File: src/rtl/core/dffea_pkg.sv
// Shared constants, types and color conversion for the flicker error scorer.
`default_nettype none
package dffea_pkg;
  localparam int PALETTE_ENTRIES_DEF = 128;
  localparam int IDX_W = 7;
  localparam int CFG_W = 16;
  localparam int CFG_IDX_W = 1;
  localparam logic [CFG_IDX_W-1:0] REG_LUMA_WEIGHT = 1'b0;
  localparam logic [CFG_IDX_W-1:0] REG_CHROMA_WEIGHT = 1'b1;
  localparam logic ACT_LOAD = 1'b0;
  localparam logic ACT_PIXEL = 1'b1;
  localparam int COMP_W = 26;

  typedef struct packed {
    logic signed [COMP_W-1:0] y;
    logic signed [COMP_W-1:0] u;
    logic signed [COMP_W-1:0] v;
  } ycc_t;

  // datapath commands from the controller
  typedef struct packed {
    logic load;
    logic issue;
    logic clear;
  } dffea_cmd_t;

  function automatic ycc_t to_ycc(input logic [23:0] rgb);
    logic signed [COMP_W-1:0] r, g, b;
    ycc_t c;
    r = COMP_W'(rgb[23:16]);
    g = COMP_W'(rgb[15:8]);
    b = COMP_W'(rgb[7:0]);
    c.y = COMP_W'(19595) * r + COMP_W'(38470) * g + COMP_W'(7471) * b;
    c.u = COMP_W'(32768) * b - COMP_W'(11058) * r - COMP_W'(21710) * g;
    c.v = COMP_W'(32768) * r - COMP_W'(27439) * g - COMP_W'(5329) * b;
    return c;
  endfunction

  function automatic logic [63:0] sat_add(input logic [63:0] a, input logic [63:0] b);
    logic [64:0] s;
    s = {1'b0, a} + {1'b0, b};
    return s[64] ? '1 : s[63:0];
  endfunction
endpackage
`default_nettype wire

File: src/rtl/core/dffea_ctrl.sv
// Controller: pixel pipeline tracking, result issue and output handshake.
`default_nettype none
module dffea_ctrl (
  input  wire logic clk,
  input  wire logic rst,
  input  wire logic in_fire,
  input  wire logic in_action,
  input  wire logic in_last,
  output logic in_ready,
  output logic out_valid,
  input  wire logic out_ready,
  output dffea_pkg::dffea_cmd_t cmd,
  output logic [3:0] stage_valid
);
  import dffea_pkg::*;
  typedef enum logic [1:0] {S_RUN = 2'b01, S_HOLD = 2'b10} state_t;
  state_t state, state_next;
  logic [3:0] lastv;
  logic done;

  // the last pixel reaches the sums after stage 4; issue then
  assign done = stage_valid[3] && lastv[3];
  // a last pixel in flight or a held result blocks all input
  assign in_ready = !(lastv != 4'd0 || (state == S_HOLD && !out_ready));
  assign cmd.load = in_fire && in_action == ACT_LOAD;
  assign cmd.issue = done;
  assign cmd.clear = 1'b0;

  always_comb begin
    state_next = state;
    case (state)
      S_RUN: if (done) state_next = S_HOLD;
      S_HOLD: if (out_ready) state_next = done ? S_HOLD : S_RUN;
      default: state_next = S_RUN;
    endcase
  end
  assign out_valid = state == S_HOLD;

  always_ff @(posedge clk) begin
    if (rst) begin
      state <= S_RUN;
      stage_valid <= '0;
      lastv <= '0;
    end else begin
      state <= state_next;
      stage_valid <= {stage_valid[2:0], in_fire && in_action == ACT_PIXEL};
      lastv <= {lastv[2:0], in_fire && in_action == ACT_PIXEL && in_last};
    end
  end
endmodule
`default_nettype wire

File: config.mk
export PLATFORM = sky130hd
export DESIGN_NAME = dffea_ctrl
export DESIGN_NICKNAME = d
export VERILOG_FILES = /design/src/rtl/core/dffea_pkg.sv /design/src/rtl/core/dffea_ctrl.sv
export SDC_FILE = /design/constraint.sdc
export NUM_CORES = 1
export LEC_CHECK = 0
export BUFFER_PORTS_ARGS = -buffer_cell sky130_fd_sc_hd__clkbuf_2
export CORE_AREA = 2 2 39 41
export DETAILED_ROUTE_END_ITERATION = 16
export DIE_AREA = 0 0 41 43
export PLACE_DENSITY = 0.6
export SLEW_MARGIN = 20
export SYNTH_ARGS = -nofsm -noshare
export SYNTH_HDL_FRONTEND = slang
export SYNTH_SLANG_ARGS = --single-unit
File: constraint.sdc
create_clock -name clk -period 2 [get_ports clk]
set_clock_uncertainty 0.05 [all_clocks]
set_input_delay 0.3 -clock clk [delete_from_list [all_inputs] [get_ports clk]]
set_output_delay 0.3 -clock clk [all_outputs]
set_load 0.01 [all_outputs]
==> results of run 1 <==
==> worst max-delay path: stages (launching register included) <==
cell and delay (ns):
dfxtp_1 0.30, or4_2 0.65, nor2_1 0.10, clkbuf_2 0.13
==> through the flow <==
step                      utilization (%)  power, mW  instances
final                               35.90     0.3531         71
after global routing                35.90     0.3710         71
after CTS                           35.90     0.3589         71
after detailed placement            34.27     0.2277         68
after floorplan                         -     0.2169         41
after global placement              34.27     0.2276         68
==> layout make-up <==
| type | instances | area share [%] |
|---|---|---|
| Clock buffer | 3 | 4.534 |
| Timing Repair Buffer | 13 | 13.10 |
| Tap cell | 16 | 4.030 |
| Multi-Input combinational cell | 26 | 35.77 |
| Sequential cell | 10 | 40.30 |
| Inverter | 3 | 2.267 |
==> per-layer routing <==
| metal | GRT usage [%] | vias to the layer above | share of wire (%) |
|---|---|---|---|
| met4 | 6.000 | 0 | 0 |
| met3 | 6.283 | 0 | 8.2 |
| met2 | 10.63 | 11 | 40 |
| met5 | 0 | - | 0 |
| li1 | - | 156 | - |
| met1 | 10.42 | 123 | 52 |
==> cell families after synthesis <==
logic type      Yosys count  share of synthesized area [%]
fa+ha+maj                 3                          9.289
other cells               1                         0.9279
compound gates            3                          4.644
buf+inv                   5                          6.500
flops                    10                          49.54
simple gates             19                          29.10
==> cell usage in the layout, fill, tap and decap left out <==
cell / Yosys / layout
ha_1: 3 / 3
or4_1: 1 / 1
nand2_1: 2 / 2
conb_1: 1 / 1
nor2b_1: 7 / 7
nor2_1: 3 / 3
or4_2: 1 / 1
inv_1: 3 / 3
a31oi_1: 1 / 1
o21ai_0: 1 / 1
nand2_2: 1 / 1
clkbuf_2: 0 / 13
a21o_1: 1 / 1
dfxtp_1: 10 / 10
nand3_1: 1 / 1
nor2b_4: 1 / 1
clkbuf_4: 0 / 3
and2_1: 1 / 1
or3_2: 1 / 1
==> flip-flops by register name, indices dropped and copies added, names as in the netlist <==
name	count
lastv	4
stage_valid	4
state	2
==> how the worst max path moves through the flow <==
stage                    end  slack [ns]
floorplan           in_ready        0.55
global placement    in_ready        0.49
detailed placement  in_ready        0.48
CTS                 in_ready        0.20
global route        in_ready        0.16
finish              in_ready        0.21
==> power groups by stage <==
stage	Clock, mW	Sequential [mW]	Combinational, mW
finish	0.130	0.204	0.0195
global route	0.146	0.204	0.0215
CTS	0.136	0.204	0.0197
detailed placement	0	0.208	0.0197
global placement	0	0.208	0.0196
floorplan	0	0.209	0.00817
==> results.md, run 1 <==
* All-Layer GR Usage at 8.770%
* Die height at 43 µm
* Largest net degree at the start of global routing at 10
* Cell area power density at 710.9 mW/mm²
* Core box area at 0.001384 mm²
* Cell taking the most area after synthesis: dfxtp_1
* Clk network pwr share at 36.8%
* Post-CTS resize count at 0
* Yosys top cell area share at 49.54%
* Worst slack at placement at 0.4846 ns
* Synth cell types at 18
* DRC viols at 0
* Final worst slack at 0.2129 ns
* Crit path capture type: primary output
* Total congestion overflow at 0
* Minimum hold slack at 0.1910 ns
* Data required time at the worst endpoint at 1.65 ns
* Design Area, Final at 496.7 µm²
* Reg clk slew, reported paths at 0.06 ns
* Worst skew pair latency at 0.26 ns
* Final Cycle Share at 89.36%
* FP Rows at 14
* Post-CTS Setup Bufs at 0
* Nets at 66
* Via count at 290
* Synthesis Warnings at 0
* Max-Cap Viols at 0
* Placed Area at 474.2 µm²
* Initial Utilization at 29.20%
* Reg2reg end: state[0]$_SDFFE_PP1P_
* Routed len/inst at 8.901 µm
* Antenna-violating nets left at 0
* Setup TNS at 0 ns
* Ports at 15
* Count leader, synth: dfxtp_1
* Syn avg cell area at 9.857 µm²
* RSZ-0062 raised after global routing: false
* CTS max path bufs at 2
* Final slew viol count at 0
* Peak supply drop at 0.4187 mV
* Vias in the first global route at 253
* EDFF count, synth at 0
* Worst Setup Path Type: reg -> out
* Pleak at 0.2471 nW
* Fillers at 145
* Die area at 0.001763 mm²
* Critical path origin: lastv[1]$_SDFF_PP0_
* First-pass GRT wire length at 966 µm
* Ant. Diodes at 0
* P&R area growth vs syn at 22.91%
* Reg2Reg Launch Point: state[0]$_SDFFE_PP1P_
* I/O Buffers at 13
* Arrival time worst endpoint at 1.44 ns
* Vias per cell at 4.085
* Largest cells by area after synthesis: dfxtp_1, nor2b_1, ha_1
* CTS buffer count at 3
* Post-layout min period at 1.787 ns
* CTS Hold Buffers Added at 0
* Worst Path Max Fanout at 2
* Worst hold-check path type: in -> reg
* Depth of the CTS H-tree at 1
* Synth Flop Type: dfxtp_1
* CTS root buf: clkbuf_4
* Share of layout cells above drive strength 1 at 36.36%
* Internal at 0.2806 mW
* Initial antenna violation count at 0
* Crit start category: flop
* First DRT Iteration DRCs at 6
* Gp weighted congestion at 0.6420
* Comb pwr share at 5.5%
* Seq/Total Area, Yosys at 49.54%
* Netlist Area Pre-Place at 404.1 µm²
* Floorplan die width at 41 µm
* FFs w/ async S/R, synth at 0%
* Achievable Freq at 559.6 MHz
* FF+latch count, synth at 10
* Hold depth at 2
* Multi-input combinational cell area at 177.7 µm²
* Endpoints failing setup at 0
* Hold Path End: lastv[0]$_SDFF_PP0_
* Reg power frac at 57.6%
* Sw Ratio at 20.55%
* Final hold viol count at 0
* CTS tree: built
* Most instantiated cells after synthesis: dfxtp_1, nor2b_1, ha_1, inv_1, nor2_1
* Sequential cell area at 200.2 µm²
* NetSw at 0.07258 mW
* Net Count, Synth at 50
* Reg2Reg Depth at 5
* Post-Route WL at 632 µm
* Status: complete, no violations
* Syn Inst Count at 41
* DR pass1 iterations at 2
* R2r setup slk at 0.51 ns
* Min-delay src: in_last
* Clock Sinks at 10
Note: power is estimated with default switching activity, not from simulation.
==> run 2: changes to the inputs <==
--- a/config.mk
+++ b/config.mk
@@ -6,10 +6,12 @@
 export NUM_CORES = 1
 export LEC_CHECK = 0
 export BUFFER_PORTS_ARGS = -buffer_cell sky130_fd_sc_hd__clkbuf_2
-export CORE_AREA = 2 2 39 41
+export CELL_PAD_IN_SITES_DETAIL_PLACEMENT = 0
+export CELL_PAD_IN_SITES_GLOBAL_PLACEMENT = 2
+export CORE_MARGIN = 2
+export CORE_UTILIZATION = 25
 export DETAILED_ROUTE_END_ITERATION = 16
-export DIE_AREA = 0 0 41 43
-export PLACE_DENSITY = 0.6
+export PLACE_DENSITY = 0.76
 export SLEW_MARGIN = 20
 export SYNTH_ARGS = -nofsm -noshare
 export SYNTH_HDL_FRONTEND = slang
==> results.md, run 2 (synthesis results as in run 1) <==
* RSZ-0062 raised after global routing: false (unchanged)
* Slowest-stage cell, CP: or4_2 (unchanged)
* Worst skew pair latency at 0.25 ns (was 0.26 ns)
* CTS tree: built (unchanged)
* Worst Setup Path Type: reg -> out (unchanged)
* Worst hold-check path type: in -> reg (unchanged)
* DRC viols at 0 (unchanged)
* Floorplan die width at 44.21 µm (was 41 µm)
* Commonest non-fill, non-tap cell in the layout: clkbuf_2 (unchanged)
* CTS max path bufs at 2 (unchanged)
* Status: complete, no violations (unchanged)
* Arrival time worst endpoint at 1.43 ns (was 1.44 ns)
* Max-Cap Viols at 0 (unchanged)
* Core box area at 0.001506 mm² (was 0.001384 mm²)
* First DRT Iteration DRCs at 0 (was 6)
* CP Cell Sequence: or4_2 > nor2_1 > clkbuf_2 (unchanged)
* Final slew viol count at 0 (unchanged)
* Final Cycle Share at 89.08% (was 89.36%)
* CP peak stage delay at 0.64 ns (was 0.65 ns)
* Total congestion overflow at 0 (unchanged)
* Placed Cells at 68 (unchanged)
* Crit start category: flop (unchanged)
* Pleak at 0.2471 nW (unchanged)
* FP Rows at 14 (unchanged)
* Minimum hold slack at 0.1964 ns (was 0.1910 ns)
* Gp weighted congestion at 0.6540 (was 0.6420)
* Post-CTS resize count at 0 (unchanged)
* Clock Sinks at 10 (unchanged)
* Crit path capture type: primary output (unchanged)
* Initial antenna violation count at 0 (unchanged)
* Endpoints failing setup at 0 (unchanged)
* Post-CTS Setup Bufs at 0 (unchanged)
* Ant. Diodes at 0 (unchanged)
* Data required time at the worst endpoint at 1.65 ns (about the same)
* All-Layer GR Usage at 8.453% (was 8.770%)
* Vias per cell at 4.296 (was 4.085)
* CTS root buf: clkbuf_4 (unchanged)
* Depth of the CTS H-tree at 1 (unchanged)
* P&R area growth vs syn at 22.91% (unchanged)
* Final hold viol count at 0 (unchanged)
* Nets at 66 (unchanged)
* First-pass GRT wire length at 1104 µm (was 966 µm)
* Ports at 15 (unchanged)
* Peak supply drop at 0.3695 mV (was 0.4187 mV)
* Reg clk slew, reported paths at 0.06 ns (about the same)
* Post-Route WL at 633 µm (was 632 µm)
* DPL Wire Length at 501.8 µm
* Most frequent cells in the layout: clkbuf_2, dfxtp_1, nor2b_1 (unchanged)
* Cell area power density at 711.4 mW/mm² (was 710.9 mW/mm²)
* CTS Hold Buffers Added at 0 (unchanged)
* Post-Layout Cell Count at 71 (unchanged)
* Routed len/inst at 8.915 µm (was 8.901 µm)
* I/O Buffers at 13 (unchanged)
* Share of layout cells above drive strength 1 at 36.36% (unchanged)
* Achievable Freq at 561.3 MHz (was 559.6 MHz)
* CTS buffer count at 3 (unchanged)
* Via count at 305 (was 290)
* Overall Power at 0.3534 mW (was 0.3531 mW)
* Die height at 44.21 µm (was 43 µm)
* Die area at 0.001954 mm² (was 0.001763 mm²)
* DR pass1 iterations at 1 (was 2)
* Post-layout min period at 1.782 ns (was 1.787 ns)
* Largest net degree at the start of global routing at 10 (unchanged)
* Antenna-violating nets left at 0 (unchanged)
* Initial Utilization at 26.83% (was 29.20%)
* Largest regs: lastv x4, stage_valid x4, state x2 (unchanged)
* Setup TNS at 0 ns (unchanged)
* Worst Path Max Fanout at 2 (unchanged)
* Vias in the first global route at 269 (was 253)
[run 2: area by class of cell]
class	instances	area, µm²
fillers	170	1010
flip-flops and latches	10	200.2
multi-input cells	26	177.7
repair buffers	13	65.06
clock buffers	3	22.52
well taps	16	20.02
inverters	3	11.26
[run 2: worst max-delay path: cells and delay by family (launching register included)]
family | cells | cell delay (ns)
buffers and inverters | 1 | 0.13
AND/OR/NAND/NOR | 2 | 0.74
flip-flops | 1 | 0.30
[run 2: worst paths after layout]
check / to / start / slack [ns] / cells after the start
worst max-delay path: in_ready / lastv[1]$_SDFF_PP0_ / 0.22 / 3
worst min-delay path: lastv[0]$_SDFF_PP0_ / in_last / 0.20 / 2
worst max register to register: state[1]$_SDFFE_PP0P_ / state[0]$_SDFFE_PP1P_ / 0.52 / 4
worst min register to register: lastv[1]$_SDFF_PP0_ / lastv[0]$_SDFF_PP0_ / 0.41 / 1
[run 2: metal layers]
metal / up-vias / global-route usage (%) / share of wire, % / wire, µm
met4: 0 / 7.273 / 1.1 / 7
met5: - / 0 / 0 / 0
li1: 158 / - / - / -
met1: 134 / 9.045 / 45 / 284
met3: 2 / 4.898 / 8.2 / 52
met2: 11 / 11.76 / 46 / 289
[run 2: stage by stage]
stage | worst slack [ns] | util [%] | instance area, µm²
3_5_place_dp | 0.4871 | 31.48 | 474.2
6_report | 0.2183 | 32.97 | 496.7
3_3_place_gp | 0.4959 | 31.48 | 474.2
2_1_floorplan | 0.5456 | - | 404.1
5_1_grt | 0.1504 | 32.97 | 496.7
4_1_cts | 0.1951 | 32.97 | 496.7
[run 2: report_power, final]
group          total [mW]  switching, mW  internal, mW
combinational      0.0193         0.0101       0.00921
clock               0.130         0.0613        0.0691
sequential          0.204        0.00133         0.202
==> run 3: changes to the inputs <==
--- a/config.mk
+++ b/config.mk
@@ -9,9 +9,9 @@
 export CELL_PAD_IN_SITES_DETAIL_PLACEMENT = 0
 export CELL_PAD_IN_SITES_GLOBAL_PLACEMENT = 2
 export CORE_MARGIN = 2
-export CORE_UTILIZATION = 25
+export CORE_UTILIZATION = 27
 export DETAILED_ROUTE_END_ITERATION = 16
-export PLACE_DENSITY = 0.76
+export PLACE_DENSITY = 0.81
 export SLEW_MARGIN = 20
 export SYNTH_ARGS = -nofsm -noshare
 export SYNTH_HDL_FRONTEND = slang
==> constraint.sdc (replaced) <==
create_clock -name clk -period 2.31 [get_ports clk]
set_clock_uncertainty 0.05 [all_clocks]
set_input_delay 0.3465 -clock clk [delete_from_list [all_inputs] [get_ports clk]]
set_output_delay 0.3465 -clock clk [all_outputs]
set_load 0.01 [all_outputs]
==> results.md, run 3 (synthesis results as in run 1) <==
* Post-CTS resize count at 0 (unchanged)
* Achievable Freq at 546.9 MHz
* Pleak at 0.2471 nW (unchanged)
* Worst Setup Path Type: reg -> out (unchanged)
* Post-layout min period at 1.828 ns
* Sw Ratio at 20.60% (was 20.59%)
* CTS buffer count at 3 (unchanged)
* NetSw at 0.06305 mW (was 0.07276 mW)
* Largest regs: lastv x4, stage_valid x4, state x2 (unchanged)
* RSZ-0062 raised after global routing: false (unchanged)
* Core box area at 0.001350 mm² (was 0.001506 mm²)
* Nets at 66 (unchanged)
* Met3 Use GR at 3.830% (was 4.898%)
* Via count at 309 (was 305)
* DRC viols at 0 (unchanged)
* Worst hold-check path type: in -> reg (unchanged)
* Post-Layout Cell Count at 70 (was 71)
* Gp weighted congestion at 0.6914 (was 0.6540)
* I/O Buffers at 13 (unchanged)
* Share of layout cells above drive strength 1 at 36.36% (unchanged)
* Met1 Usage GRT at 8.877% (was 9.045%)
* Depth of the CTS H-tree at 1 (unchanged)
* Largest net degree at the start of global routing at 10 (unchanged)
* Final slew viol count at 0 (unchanged)
* Minimum hold slack at 0.2350 ns (was 0.1964 ns)
* Comb pwr share at 5.5% (about the same)
* CP Cell Sequence: or4_2 > nor2_1 > clkbuf_2 (unchanged)
* Post-Route WL at 653 µm (was 633 µm)
* Setup TNS at 0 ns (unchanged)
* Die height at 42.69 µm (was 44.21 µm)
* Ant. Diodes at 0 (unchanged)
* Final Cycle Share at 79.15%
* CTS root buf: clkbuf_4 (unchanged)
* Cell area power density at 617.6 mW/mm² (was 711.4 mW/mm²)
* Status: complete, no violations (unchanged)
* Placed Cells at 67 (was 68)
* CP peak stage delay at 0.64 ns (about the same)
* All-Layer GR Usage at 8.612% (was 8.453%)
* Fillers at 153 (was 170)
* Initial antenna violation count at 0 (unchanged)
* Arrival time worst endpoint at 1.43 ns (about the same)
* Endpoints failing setup at 0 (unchanged)
* Crit start category: flop (unchanged)
* Vias in the first global route at 292 (was 269)
* GR peak layer: met2 (unchanged)
* Overall Power at 0.3060 mW (was 0.3534 mW)
* Clock Sinks at 10 (unchanged)
* Worst skew pair latency at 0.26 ns (was 0.25 ns)
* Reg power frac at 57.6% (about the same)
* First DRT Iteration DRCs at 3 (was 0)
* Met2 GRT Util at 13.03% (was 11.76%)
* Most frequent cells in the layout: clkbuf_2, dfxtp_1, nor2b_1 (unchanged)
* Die area at 0.001822 mm² (was 0.001954 mm²)
* CTS max path bufs at 2 (unchanged)
* DR pass1 iterations at 2 (was 1)
* Reg clk slew, reported paths at 0.06 ns (about the same)
* P&R area growth vs syn at 22.60% (was 22.91%)
* Data required time at the worst endpoint at 1.91 ns (was 1.65 ns)
* Commonest non-fill, non-tap cell in the layout: clkbuf_2 (unchanged)
* Total congestion overflow at 0 (unchanged)
* Max-Cap Viols at 0 (unchanged)
* Worst Path Max Fanout at 2 (unchanged)
* CTS tree: built (unchanged)
* Vias per cell at 4.414 (was 4.296)
* Final hold viol count at 0 (unchanged)
* DPL Wire Length at 499.8 µm (was 501.8 µm)
* Routed len/inst at 9.329 µm (was 8.915 µm)
* CTS Hold Buffers Added at 0 (unchanged)
* Post-CTS Setup Bufs at 0 (unchanged)
* CP delay by family, top: simple AND/OR/NAND/NOR gates (unchanged)
* Peak supply drop at 0.2403 mV (was 0.3695 mV)
* Slowest-stage cell, CP: or4_2 (unchanged)
* Layout Utilization at 36.70% (was 32.97%)
* Initial Utilization at 29.94% (was 26.83%)
* Internal at 0.2429 mW (was 0.2806 mW)
* CP Buf/Inv Count at 1 (unchanged)
* Floorplan die width at 42.69 µm (was 44.21 µm)
* Ports at 15 (unchanged)
* Antenna-violating nets left at 0 (unchanged)
* Clk network pwr share at 36.9% (about the same)
* FP Rows at 13 (was 14)
* Crit path capture type: primary output (unchanged)
* First-pass GRT wire length at 1104 µm (unchanged)
-- run 3: cell counts in the layout (fill, tap and decap cells not counted) --
Identical to the previous run, type by type.
-- run 3: path summary, 6_finish.rpt --
check,from,endpoint,slack (ns),cells past startpoint
max reg2reg,state[0]$_SDFFE_PP1P_,state[1]$_SDFFE_PP0P_,0.82,4
max,lastv[1]$_SDFF_PP0_,in_ready,0.48,3
min,in_last,lastv[0]$_SDFF_PP0_,0.23,2
min reg2reg,lastv[1]$_SDFF_PP0_,lastv[2]$_SDFF_PP0_,0.41,1
-- run 3: routing by layer --
| metal | vias up | part of all wire [%] |
|---|---|---|
| li1 | 158 | - |
| met1 | 134 | 45 |
| met2 | 13 | 43 |
| met3 | 4 | 9.3 |
| met4 | 0 | 2.1 |
| met5 | - | 0 |
-- run 3: power by group through the flow --
| stage | logic [mW] | registers, mW | clock network [mW] |
|---|---|---|---|
| final | 0.0169 | 0.176 | 0.113 |
| after global routing | 0.0184 | 0.176 | 0.128 |
| after CTS | 0.0170 | 0.176 | 0.119 |
| after detailed placement | 0.0170 | 0.180 | 0 |
| after global placement | 0.0170 | 0.180 | 0 |
| after floorplan | 0.00707 | 0.181 | 0 |
-- run 3: area by class of cell --
| cell class | instances | area (µm²) | area share, % |
|---|---|---|---|
| clock buffers | 3 | 22.52 | 4.545 |
| flip-flops and latches | 10 | 200.2 | 40.40 |
| inverters | 3 | 11.26 | 2.273 |
| repair buffers | 13 | 65.06 | 13.13 |
| multi-input cells | 26 | 177.7 | 35.86 |
| well taps | 15 | 18.77 | 3.788 |
-- run 3: metrics by stage --
step                      cell area [µm²]  setup slack (ns)
after global routing                495.5            0.4221
final                               495.5            0.4816
after floorplan                     404.1            0.8091
after global placement              473.0            0.7597
after CTS                           495.5            0.4656
after detailed placement            473.0            0.7511
